--- src/hdl/ipc_phc_pkg.sv ---
`default_nettype none

package ipc_phc_pkg;

	localparam int HEADER_BYTES = 48;
	localparam int HDR_IDX_W    = $clog2(HEADER_BYTES);
	localparam int POS_W        = 33;
	localparam logic [POS_W-1:0] POS_MAX = {POS_W{1'b1}};

	localparam logic [7:0] MAGIC_0 = 8'h57; // 'W'
	localparam logic [7:0] MAGIC_1 = 8'h56; // 'V'
	localparam logic [7:0] MAGIC_2 = 8'h53; // 'S'
	localparam logic [7:0] MAGIC_3 = 8'h31; // '1'

	localparam int CFG_IDX_W = 2;
	localparam logic [CFG_IDX_W-1:0] REG_MAX_PAYLOAD = 2'd0;
	localparam logic [CFG_IDX_W-1:0] REG_OPCODE_LOW  = 2'd1;
	localparam logic [CFG_IDX_W-1:0] REG_OPCODE_HIGH = 2'd2;

	localparam logic [31:0] MAX_PAYLOAD_RST = 32'd1048576;
	localparam logic [15:0] OPCODE_LOW_RST  = 16'd1;
	localparam logic [15:0] OPCODE_HIGH_RST = 16'd16;

	typedef enum logic [3:0] {
		ST_OK          = 4'd0,
		ST_HEADER_SIZE = 4'd1,
		ST_MAGIC       = 4'd2,
		ST_VERSION     = 4'd3,
		ST_OPCODE      = 4'd4,
		ST_FLAGS       = 4'd5,
		ST_RESERVED    = 4'd6,
		ST_PAYLOAD_LIM = 4'd7,
		ST_PACKET_SIZE = 4'd8,
		ST_EMPTY_NONCE = 4'd9
	} status_t;

endpackage

`default_nettype wire

--- src/hdl/ipc_packet_header_checker_unit.sv ---
`default_nettype none

// Channel   Direction  Handshake              Payload
// in        sink       in_valid / in_ready    data_byte, last_byte
// out       source     out_valid / out_ready  status, opcode, flag_bits, payload_length,
//                                             nonce_low, nonce_high, sequence_number
// cfg       sink       cfg_valid / cfg_ready  cfg_index, cfg_data
//
// One byte is taken every cycle while input is not stalled; the verdict for a packet passes
// from its last beat through the check stage and then the result register.
// Reset clears the byte counter, stage and output valid flags and loads the configuration
// reset values; the header bytes themselves are not reset.
// A waiting verdict stalls input only while it cannot move into a blocked output register.
module ipc_packet_header_checker_unit (
	input  wire logic         clk,
	input  wire logic         arst_n,
	input  wire logic         in_valid,
	output logic              in_ready,
	input  wire logic [7:0]   data_byte,
	input  wire logic         last_byte,
	output logic              out_valid,
	input  wire logic         out_ready,
	output logic [3:0]        status,
	output logic [15:0]       opcode,
	output logic              flag_bits,
	output logic [31:0]       payload_length,
	output logic [63:0]       nonce_low,
	output logic [63:0]       nonce_high,
	output logic [63:0]       sequence_number,
	input  wire logic         cfg_valid,
	output logic              cfg_ready,
	input  wire logic [ipc_phc_pkg::CFG_IDX_W-1:0] cfg_index,
	input  wire logic [31:0]  cfg_data
);
	import ipc_phc_pkg::*;

	logic [31:0] max_payload_q;
	logic [15:0] opcode_low_q;
	logic [15:0] opcode_high_q;

	logic [POS_W-1:0] pos_q;
	logic [POS_W-1:0] pos_inc;
	logic [7:0]       hdr_q [HEADER_BYTES];

	logic             verdict_s1;
	logic [POS_W-1:0] count_s1;

	logic             in_acc;
	logic             advance;

	logic [15:0] f_opcode;
	logic [31:0] f_flags;
	logic [31:0] f_payload;
	logic [31:0] f_reserved;
	logic [63:0] f_nonce_lo;
	logic [63:0] f_nonce_hi;
	logic [63:0] f_sequence;
	logic [15:0] f_major;
	logic [15:0] f_minor;
	logic [15:0] f_hdr_len;
	logic [POS_W-1:0] body_count;
	status_t     check_st;

	logic        out_valid_q;
	status_t     status_q;
	logic [15:0] opcode_q;
	logic        flag_q;
	logic [31:0] payload_q;
	logic [63:0] nonce_lo_q;
	logic [63:0] nonce_hi_q;
	logic [63:0] sequence_q;

	assign cfg_ready = 1'b1;

	always_ff @(posedge clk or negedge arst_n) begin
		if (!arst_n) begin
			max_payload_q <= MAX_PAYLOAD_RST;
			opcode_low_q  <= OPCODE_LOW_RST;
			opcode_high_q <= OPCODE_HIGH_RST;
		end else if (cfg_valid) begin
			unique case (cfg_index)
				REG_MAX_PAYLOAD: max_payload_q <= cfg_data;
				REG_OPCODE_LOW:  opcode_low_q  <= cfg_data[15:0];
				REG_OPCODE_HIGH: opcode_high_q <= cfg_data[15:0];
				default: ;
			endcase
		end
	end

	// A verdict leaves the check stage when the output register is free or being emptied.
	assign advance  = verdict_s1 && (!out_valid_q || out_ready);
	assign in_ready = !verdict_s1 || advance;
	assign in_acc   = in_valid && in_ready;
	assign pos_inc  = (pos_q == POS_MAX) ? pos_q : pos_q + POS_W'(1);

	always_ff @(posedge clk or negedge arst_n) begin
		if (!arst_n) begin
			pos_q      <= '0;
			verdict_s1 <= 1'b0;
		end else if (in_acc) begin
			pos_q      <= last_byte ? '0 : pos_inc;
			verdict_s1 <= last_byte;
		end else if (advance) begin
			verdict_s1 <= 1'b0;
		end
	end

	always_ff @(posedge clk) begin
		if (in_acc) begin
			count_s1 <= pos_inc;
			if (pos_q < POS_W'(HEADER_BYTES))
				hdr_q[pos_q[HDR_IDX_W-1:0]] <= data_byte;
		end
	end

	assign f_major    = {hdr_q[5], hdr_q[4]};
	assign f_minor    = {hdr_q[7], hdr_q[6]};
	assign f_hdr_len  = {hdr_q[9], hdr_q[8]};
	assign f_opcode   = {hdr_q[11], hdr_q[10]};
	assign f_flags    = {hdr_q[15], hdr_q[14], hdr_q[13], hdr_q[12]};
	assign f_payload  = {hdr_q[19], hdr_q[18], hdr_q[17], hdr_q[16]};
	assign f_reserved = {hdr_q[23], hdr_q[22], hdr_q[21], hdr_q[20]};
	assign f_nonce_lo = {hdr_q[31], hdr_q[30], hdr_q[29], hdr_q[28],
	                     hdr_q[27], hdr_q[26], hdr_q[25], hdr_q[24]};
	assign f_nonce_hi = {hdr_q[39], hdr_q[38], hdr_q[37], hdr_q[36],
	                     hdr_q[35], hdr_q[34], hdr_q[33], hdr_q[32]};
	assign f_sequence = {hdr_q[47], hdr_q[46], hdr_q[45], hdr_q[44],
	                     hdr_q[43], hdr_q[42], hdr_q[41], hdr_q[40]};
	assign body_count = count_s1 - POS_W'(HEADER_BYTES);

	// First failing check decides the verdict.
	always_comb begin
		if (count_s1 < POS_W'(HEADER_BYTES))
			check_st = ST_HEADER_SIZE;
		else if (hdr_q[0] != MAGIC_0 || hdr_q[1] != MAGIC_1 ||
		         hdr_q[2] != MAGIC_2 || hdr_q[3] != MAGIC_3)
			check_st = ST_MAGIC;
		else if (f_major != 16'd1 || f_minor != 16'd0)
			check_st = ST_VERSION;
		else if (f_hdr_len != 16'(HEADER_BYTES))
			check_st = ST_HEADER_SIZE;
		else if (f_opcode < opcode_low_q || f_opcode > opcode_high_q)
			check_st = ST_OPCODE;
		else if (|f_flags[31:1])
			check_st = ST_FLAGS;
		else if (f_reserved != 32'd0)
			check_st = ST_RESERVED;
		else if (f_payload > max_payload_q)
			check_st = ST_PAYLOAD_LIM;
		else if (f_nonce_lo == 64'd0 && f_nonce_hi == 64'd0)
			check_st = ST_EMPTY_NONCE;
		else if (body_count != {1'b0, f_payload})
			check_st = ST_PACKET_SIZE;
		else
			check_st = ST_OK;
	end

	always_ff @(posedge clk or negedge arst_n) begin
		if (!arst_n)
			out_valid_q <= 1'b0;
		else if (advance)
			out_valid_q <= 1'b1;
		else if (out_ready)
			out_valid_q <= 1'b0;
	end

	// Zero the header fields on any failure.
	always_ff @(posedge clk) begin
		if (advance) begin
			status_q <= check_st;
			if (check_st == ST_OK) begin
				opcode_q   <= f_opcode;
				flag_q     <= f_flags[0];
				payload_q  <= f_payload;
				nonce_lo_q <= f_nonce_lo;
				nonce_hi_q <= f_nonce_hi;
				sequence_q <= f_sequence;
			end else begin
				opcode_q   <= '0;
				flag_q     <= 1'b0;
				payload_q  <= '0;
				nonce_lo_q <= '0;
				nonce_hi_q <= '0;
				sequence_q <= '0;
			end
		end
	end

	assign out_valid       = out_valid_q;
	assign status          = status_q;
	assign opcode          = opcode_q;
	assign flag_bits       = flag_q;
	assign payload_length  = payload_q;
	assign nonce_low       = nonce_lo_q;
	assign nonce_high      = nonce_hi_q;
	assign sequence_number = sequence_q;

endmodule

`default_nettype wire

--- config.mk ---
export PLATFORM = sky130hd
export DESIGN_NAME = ipc_packet_header_checker_unit
export DESIGN_NICKNAME = d
export VERILOG_FILES = /design/src/hdl/ipc_phc_pkg.sv /design/src/hdl/ipc_packet_header_checker_unit.sv
export SDC_FILE = /design/constraint.sdc
export NUM_CORES = 1
export LEC_CHECK = 0
export ABC_AREA = 1
export BUFFER_PORTS_ARGS = -buffer_cell sky130_fd_sc_hd__buf_2
export CAP_MARGIN = 20
export CORE_MARGIN = 8
export CORE_UTILIZATION = 40
export DETAILED_ROUTE_END_ITERATION = 12
export GPL_TIMING_DRIVEN = 0
export PLACE_DENSITY = 0.57
export SYNTH_ARGS = -nofsm -noshare
export SYNTH_HDL_FRONTEND = slang
export SYNTH_SLANG_ARGS = --single-unit
--- constraint.sdc ---
create_clock -name clk -period 12.79 [get_ports clk]
set_clock_uncertainty 0.15 [all_clocks]
set_input_delay 0.6395 -clock clk [delete_from_list [all_inputs] [get_ports clk]]
set_output_delay 0.6395 -clock clk [all_outputs]
set_load 0.02 [all_outputs]
Yosys cells after proc, flatten, opt, wreduce, memory -nomap -nowiden

Memories as Yosys holds them, arrays and structs flattened. A register that Yosys moved wholly into a read port is not among the register bits.
Index checks and enable logic that the tools add are counted.

Register bits after elaboration: 313
RAM bits: 384
Bits of input ports: 48
Output and inout bits: 248
Logic and storage cells: 82
Memories kept: 1

Add/subtract/negate cells: 2
Magnitude comparators: 5
Eq/ne operators: 10
Mux-type cells: 19
Reduce and logical (&&, ||, !) cells: 32

Memories:

| memory | depth | width | read ports | clocked after memory_dff | wr ports | line                                 | RTL |
|---|---|---|---|---|---|---|---|
| hdr_q  | 48    | 8     | 48         | 8                        | 1        | ipc_packet_header_checker_unit.sv:43 | `logic [7:0] hdr_q [HEADER_BYTES];` |

Operators by type and width:

| operator                                                     | number |
|---|---|
| logical NOT 64 bit                                           | 2 |
| less-than comparator 33 x 6 -> 1 bit (second input constant) | 2 |
| 2-to-1 mux 33 bit                                            | 2 |
| 2-to-1 mux 4 bit                                             | 10 |
| adder 33 x 1 -> 33 bit (second input constant)               | 1 |
| equality test 33 bit (second input constant)                 | 1 |
| != test 33 x 32 -> 1 bit                                     | 1 |
| subtractor 33 x 6 -> 33 bit (second input constant)          | 1 |
| greater-than comparator 32 bit                               | 1 |
| nonzero test 32 bit                                          | 1 |
| OR reduction 31 bit                                          | 1 |
| != test 8 x 7 -> 1 bit (second input constant)               | 3 |
| greater-than comparator 16 bit                               | 1 |
| less-than comparator 16 bit                                  | 1 |
| != test 16 x 1 -> 1 bit (second input constant)              | 1 |
| != test 16 x 6 -> 1 bit (second input constant)              | 1 |
| nonzero test 16 bit                                          | 1 |
| logical NOT 1 bit                                            | 10 |
| != test 8 x 6 -> 1 bit (second input constant)               | 1 |
| logical OR 1 bit                                             | 7 |
| 2-to-1 mux 1 bit                                             | 7 |
| AND reduction 2 bit                                          | 3 |
| logical NOT 4 bit                                            | 1 |
| nonzero test 2 bit                                           | 2 |
| 4 further kinds                                              | 6 |

Logic depth before layout (Yosys ltp)

Depth in word-level cells: 14
Mapped depth: 24

Worst setup path before layout

Ideal clock, no wire load.

Path type: input to register
Start point: in out_ready
End point: reg flag_q, in the netlist flag_bits (enable)
Library setup time: 0.933 ns
Arrival: 12.410 ns
Setup slack: -0.703 ns
Stages on the path: 2
Path buffers: 0
Path through: inv_1 -> a21oi_1

Longest elaborated chain between the ends: 2

Ends and longest elaborated chain:

| item                 | line                                  | RTL |
|---|---|---|
| from (decl)          | ipc_packet_header_checker_unit.sv:22  | `input wire logic out_ready,` |
| logical OR 1 bit     | ipc_packet_header_checker_unit.sv:91  | `assign advance = verdict_s1 && (!out_valid_q \|\| out_ready);` |
| logical AND 1 bit    | ipc_packet_header_checker_unit.sv:91  |  |
| via advance          | ipc_packet_header_checker_unit.sv:49  | `logic advance;` |
| to (signal assigned) | ipc_packet_header_checker_unit.sv:173 | `flag_q <= f_flags[0];` |
| to (decl)            | ipc_packet_header_checker_unit.sv:67  | `logic flag_q;` |

The timed path passes the listed nets, and every way through them passes these cells.
A chain may end at the register's enable or synchronous reset.

==> impl_metrics.tcl <==
set metrics [dict create \
    critPathTopFamily "simple AND/OR/NAND/NOR gates" \
    whs_path_depth 3 \
    ant_nets 0 \
    grt_overflow 0 \
    cp_slowest_cell "buf_2" \
    clkPwrFrac_pct 41.1 \
    criticalPathCategory "reg -> reg" \
    fillers 7084 \
    p_int_w 0.00426 \
    grt_pass1_wl_um 121000 \
    grt_usage_pct 17.6 \
    synth-adder-area-share_pct 2.55 \
    rows 103 \
    seq_power_share_pct 51.4 \
    rrSetupSlack_ns 8.53 \
    synth-compound-area-share_pct 2.68 \
    nNetsFinal 3041 \
    worst_slew_pin_slew_ns 0.977 \
    max_freq_ghz 0.235 \
    drt-total-wl_um 79800 \
    start_kind "flop" \
    min_path_type "in -> reg" \
    core_mm2 0.0790 \
    hold_violations 0 \
    synth_nets 2651 \
    io_buffers 294 \
    power_frac_comb_pct 7.5 \
    grt_start_max_net_pins 60 \
    finalCritPeriodShare_pct 33.3 \
    clockBufferDepth 3 \
    avgSynthCellArea_um2 12.6 \
    drt_pass1_iterations 5 \
    switching_share_pct 23.5 \
    clock_sinks 761 \
    leakage_nw 15.0 \
    die_x_um 298 \
    gp_congestion 0.842 \
    clock-root-buffer "clkbuf_16" \
    cp_num_cells 18 \
    status "completed" \
    viasPerCell 4.82 \
    synth-simple-area-share_pct 16.9 \
    synth-xor-area-share_pct 1.37 \
    dieArea_mm2 0.0890 \
    slew_violations 0 \
    cp-startpoint "hdr_q[19][7]" \
    grt_pass1_vias 20200 \
    drc 0 \
    timing.rr.end "payload_length[28]" \
    power.total_w 0.00557 \
    timing.final.ws_setup_ns 8.53 \
    crit_fanout 10 \
    required_ns 13.00 \
    synth_cells 2538 \
    h-tree-depth 3 \
    seq_area_frac_synth_pct 70.1 \
    synth_top_family_by_area "simple AND/OR/NAND/NOR gates" \
    yosys_warnings 0 \
    place_hpwl_um 56000 \
    antenna_found_initial 0 \
    cp_cell_sequence "ha_1, nand2_1, nor2_1, nand2_1, nor4_1, nand2_1, nand2_1, nand2_1, nand2_1, nand2_1, nand2_1, nand2_1, nand2_1, nand2_1, nand2_1, buf_2, buf_2, nor3_2" \
    drive_above_1_share_pct 22.8 \
    dpl_worst_slack_ns 8.55 \
    synth_area_mm2 0.0319 \
    endpoint "payload_length[28]" \
    clk_pin_slew_ns 0.06 \
    die_y_um 298 \
    area_growth_pct 17.9 \
    setup_viol 0 \
    synthMuxAreaShare_pct 0 \
    cap_violations 0 \
    finalSetupTns_ns 0 \
    crit_path_max_incr_delay_ns 0.53 \
    cp-end-kind "flop" \
    first_iter_violations 1520 \
    vias 19500 \
    period_minus_slack_ns 4.26 \
    start_util_pct 40.4 \
    io_pins 296 \
    irDropWorstVdd_v 0.0000900 \
    cts_tree "yes" \
    cts_made_buffers 80 \
    r2r-start "hdr_q[19][7]" \
    critPathBufInv 2 \
    arrival_ns 4.46 \
    power.switching_w 0.00131 \
    clk_latency_ns 0.62 \
    post_drt_wl_per_cell_um 19.7 \
    path_common_cell "nand2_1" \
    rr_worst_depth 18 \
    synth_seq_cells 761 \
    synth_cell_types 37 \
    power_density_mw_per_mm2 148 \
    slew_headroom_pct 34.9 \
    num_antenna_cells 0 \
    rsz0062_at_grt "no" \
]
-- cell usage in the layout (no fill, tap or decap), drive strengths merged --
cell type    instances
clkinvlp             6
nand3               55
conb                 1
dfstp                3
clkbuf             131
a2bb2oi              1
o22ai                4
buf                351
clkinv              34
xnor2               11
dfrtp               96
nand4               36
edfxtp             662
nand2              332
o21ai               87
nor3               268
nor2               278
a21oi               56
or4                  4
dlygate4sd3          1
ha                  65
bufinv               6
or2                  2
o211ai               1
nand3b               2
inv                414
xor2                39
nor4                34
a22oi                1
a22o                 7
o21a                 4
-- cells by family (layout without fill, tap and decap cells) --
logic type / count (synthesis) / after routing
compound gates: 161 / 161
xor+xnor: 50 / 50
fa+ha+maj: 65 / 65
buf+inv: 489 / 943
flops: 761 / 761
other cells: 1 / 1
simple gates: 1011 / 1011
-- synthesized netlist by cell type --
library cell	count	area (µm²)
a21oi_1	56	280
inv_2	1	3.75
o21ai_0	86	430
or2_2	2	12.5
clkinv_1	3	11.3
nor4_1	34	213
or4_1	4	30.0
nand3b_1	2	15.0
nand3_1	54	270
dfrtp_1	96	2400
nand4_1	36	225
xnor2_1	11	96.3
dfstp_2	3	78.8
nor3_1	75	375
o21a_1	4	30.0
o22ai_1	4	25.0
nor2_2	2	12.5
buf_6	21	236
inv_1	408	1530
nand2_2	2	12.5
buf_4	1	7.51
clkbuf_1	33	124
nand3_2	1	10.0
nor3_2	193	1930
nor2_4	1	11.3
buf_2	22	110
a22o_1	7	61.3
nand2_1	330	1240
edfxtp_1	662	19900
a2bb2oi_1	1	8.76
o21ai_1	1	5.00
nor2_1	275	1030
ha_1	65	813
a22oi_1	1	7.51
xor2_1	39	342
o211ai_1	1	7.51
conb_1	1	3.75
-- through the flow --
stage                     std cells  hold slack (ns)  utilization [%]  area, µm²
after global routing           4042            0.121             47.6      37600
final                          4042            0.116             47.6      37600
after CTS                      4042           0.0634             47.6      37600
after global placement         3882            0.322             43.9      34700
after floorplan                2538            0.194                -      31900
after detailed placement       3895            0.324             44.3      35000
-- how the worst min path moves through the flow --
stage                                start           endpoint  slack [ns]
after floorplan                     arst_n   max_payload_q[0]        0.19
after global placement    opcode_high_q[3]   opcode_high_q[3]        0.32
after detailed placement   opcode_low_q[5]    opcode_low_q[5]        0.32
after CTS                     cfg_data[20]  max_payload_q[20]        0.06
after global routing          cfg_data[18]  max_payload_q[18]        0.12
final                         cfg_data[20]  max_payload_q[20]        0.12
-- flip-flops by register name, summed over array words and instances (netlist names), 4 cells and up --
name,flops
count_s1,33
hdr_q,384
max_payload_q,32
nonce_high,64
nonce_low,64
opcode,16
opcode_high_q,16
opcode_low_q,16
payload_length,32
pos_q,33
sequence_number,64
status,4
-- power by group through the flow --
stage | logic [W] | registers [W] | clock network [W]
finish | 0.000415 | 0.00286 | 0.00229
global route | 0.000459 | 0.00287 | 0.00244
CTS | 0.000422 | 0.00286 | 0.00235
detailed placement | 0.000420 | 0.00292 | 0
global placement | 0.000396 | 0.00294 | 0
floorplan | 0.000152 | 0.00299 | 0
-- final cells by class --
cell class	count	area, µm²	area share [%]
Sequential cell	761	22400	59.5
Multi-Input combinational cell	1288	7510	20.0
Clock buffer	98	2150	5.73
Timing Repair Buffer	308	1760	4.69
Inverter	412	1550	4.11
Tap cell	1050	1310	3.49
Buffer	77	479	1.27
Clock inverter	48	465	1.24
-- per-layer routing --
layer  GRT usage, %  part of all wire (%)
met1           22.9                    44
met2           29.8                    48
met3           3.47                   5.3
met4           5.65                   2.5
met5              0                     0
-- worst register-to-register path, cell delays in order, from the launching register on --
cell      delay, ns
edfxtp_1       0.47
ha_1           0.34
nand2_1        0.07
nor2_1         0.13
nand2_1        0.12
nor4_1         0.49
nand2_1        0.11
nand2_1        0.08
nand2_1        0.17
nand2_1        0.11
nand2_1        0.06
nand2_1        0.07
nand2_1        0.05
nand2_1        0.05
nand2_1        0.05
nand2_1        0.39
buf_2          0.53
buf_2          0.46
nor3_2         0.10
-- repair_timing --
action	CTS	global route
hold buffers	1	0
gates resized for setup	0	0
endpoints found under the setup margin	0	0
setup buffers	0	0
endpoints found under the hold margin	40	0
Power figures use the tool's default switching activity.
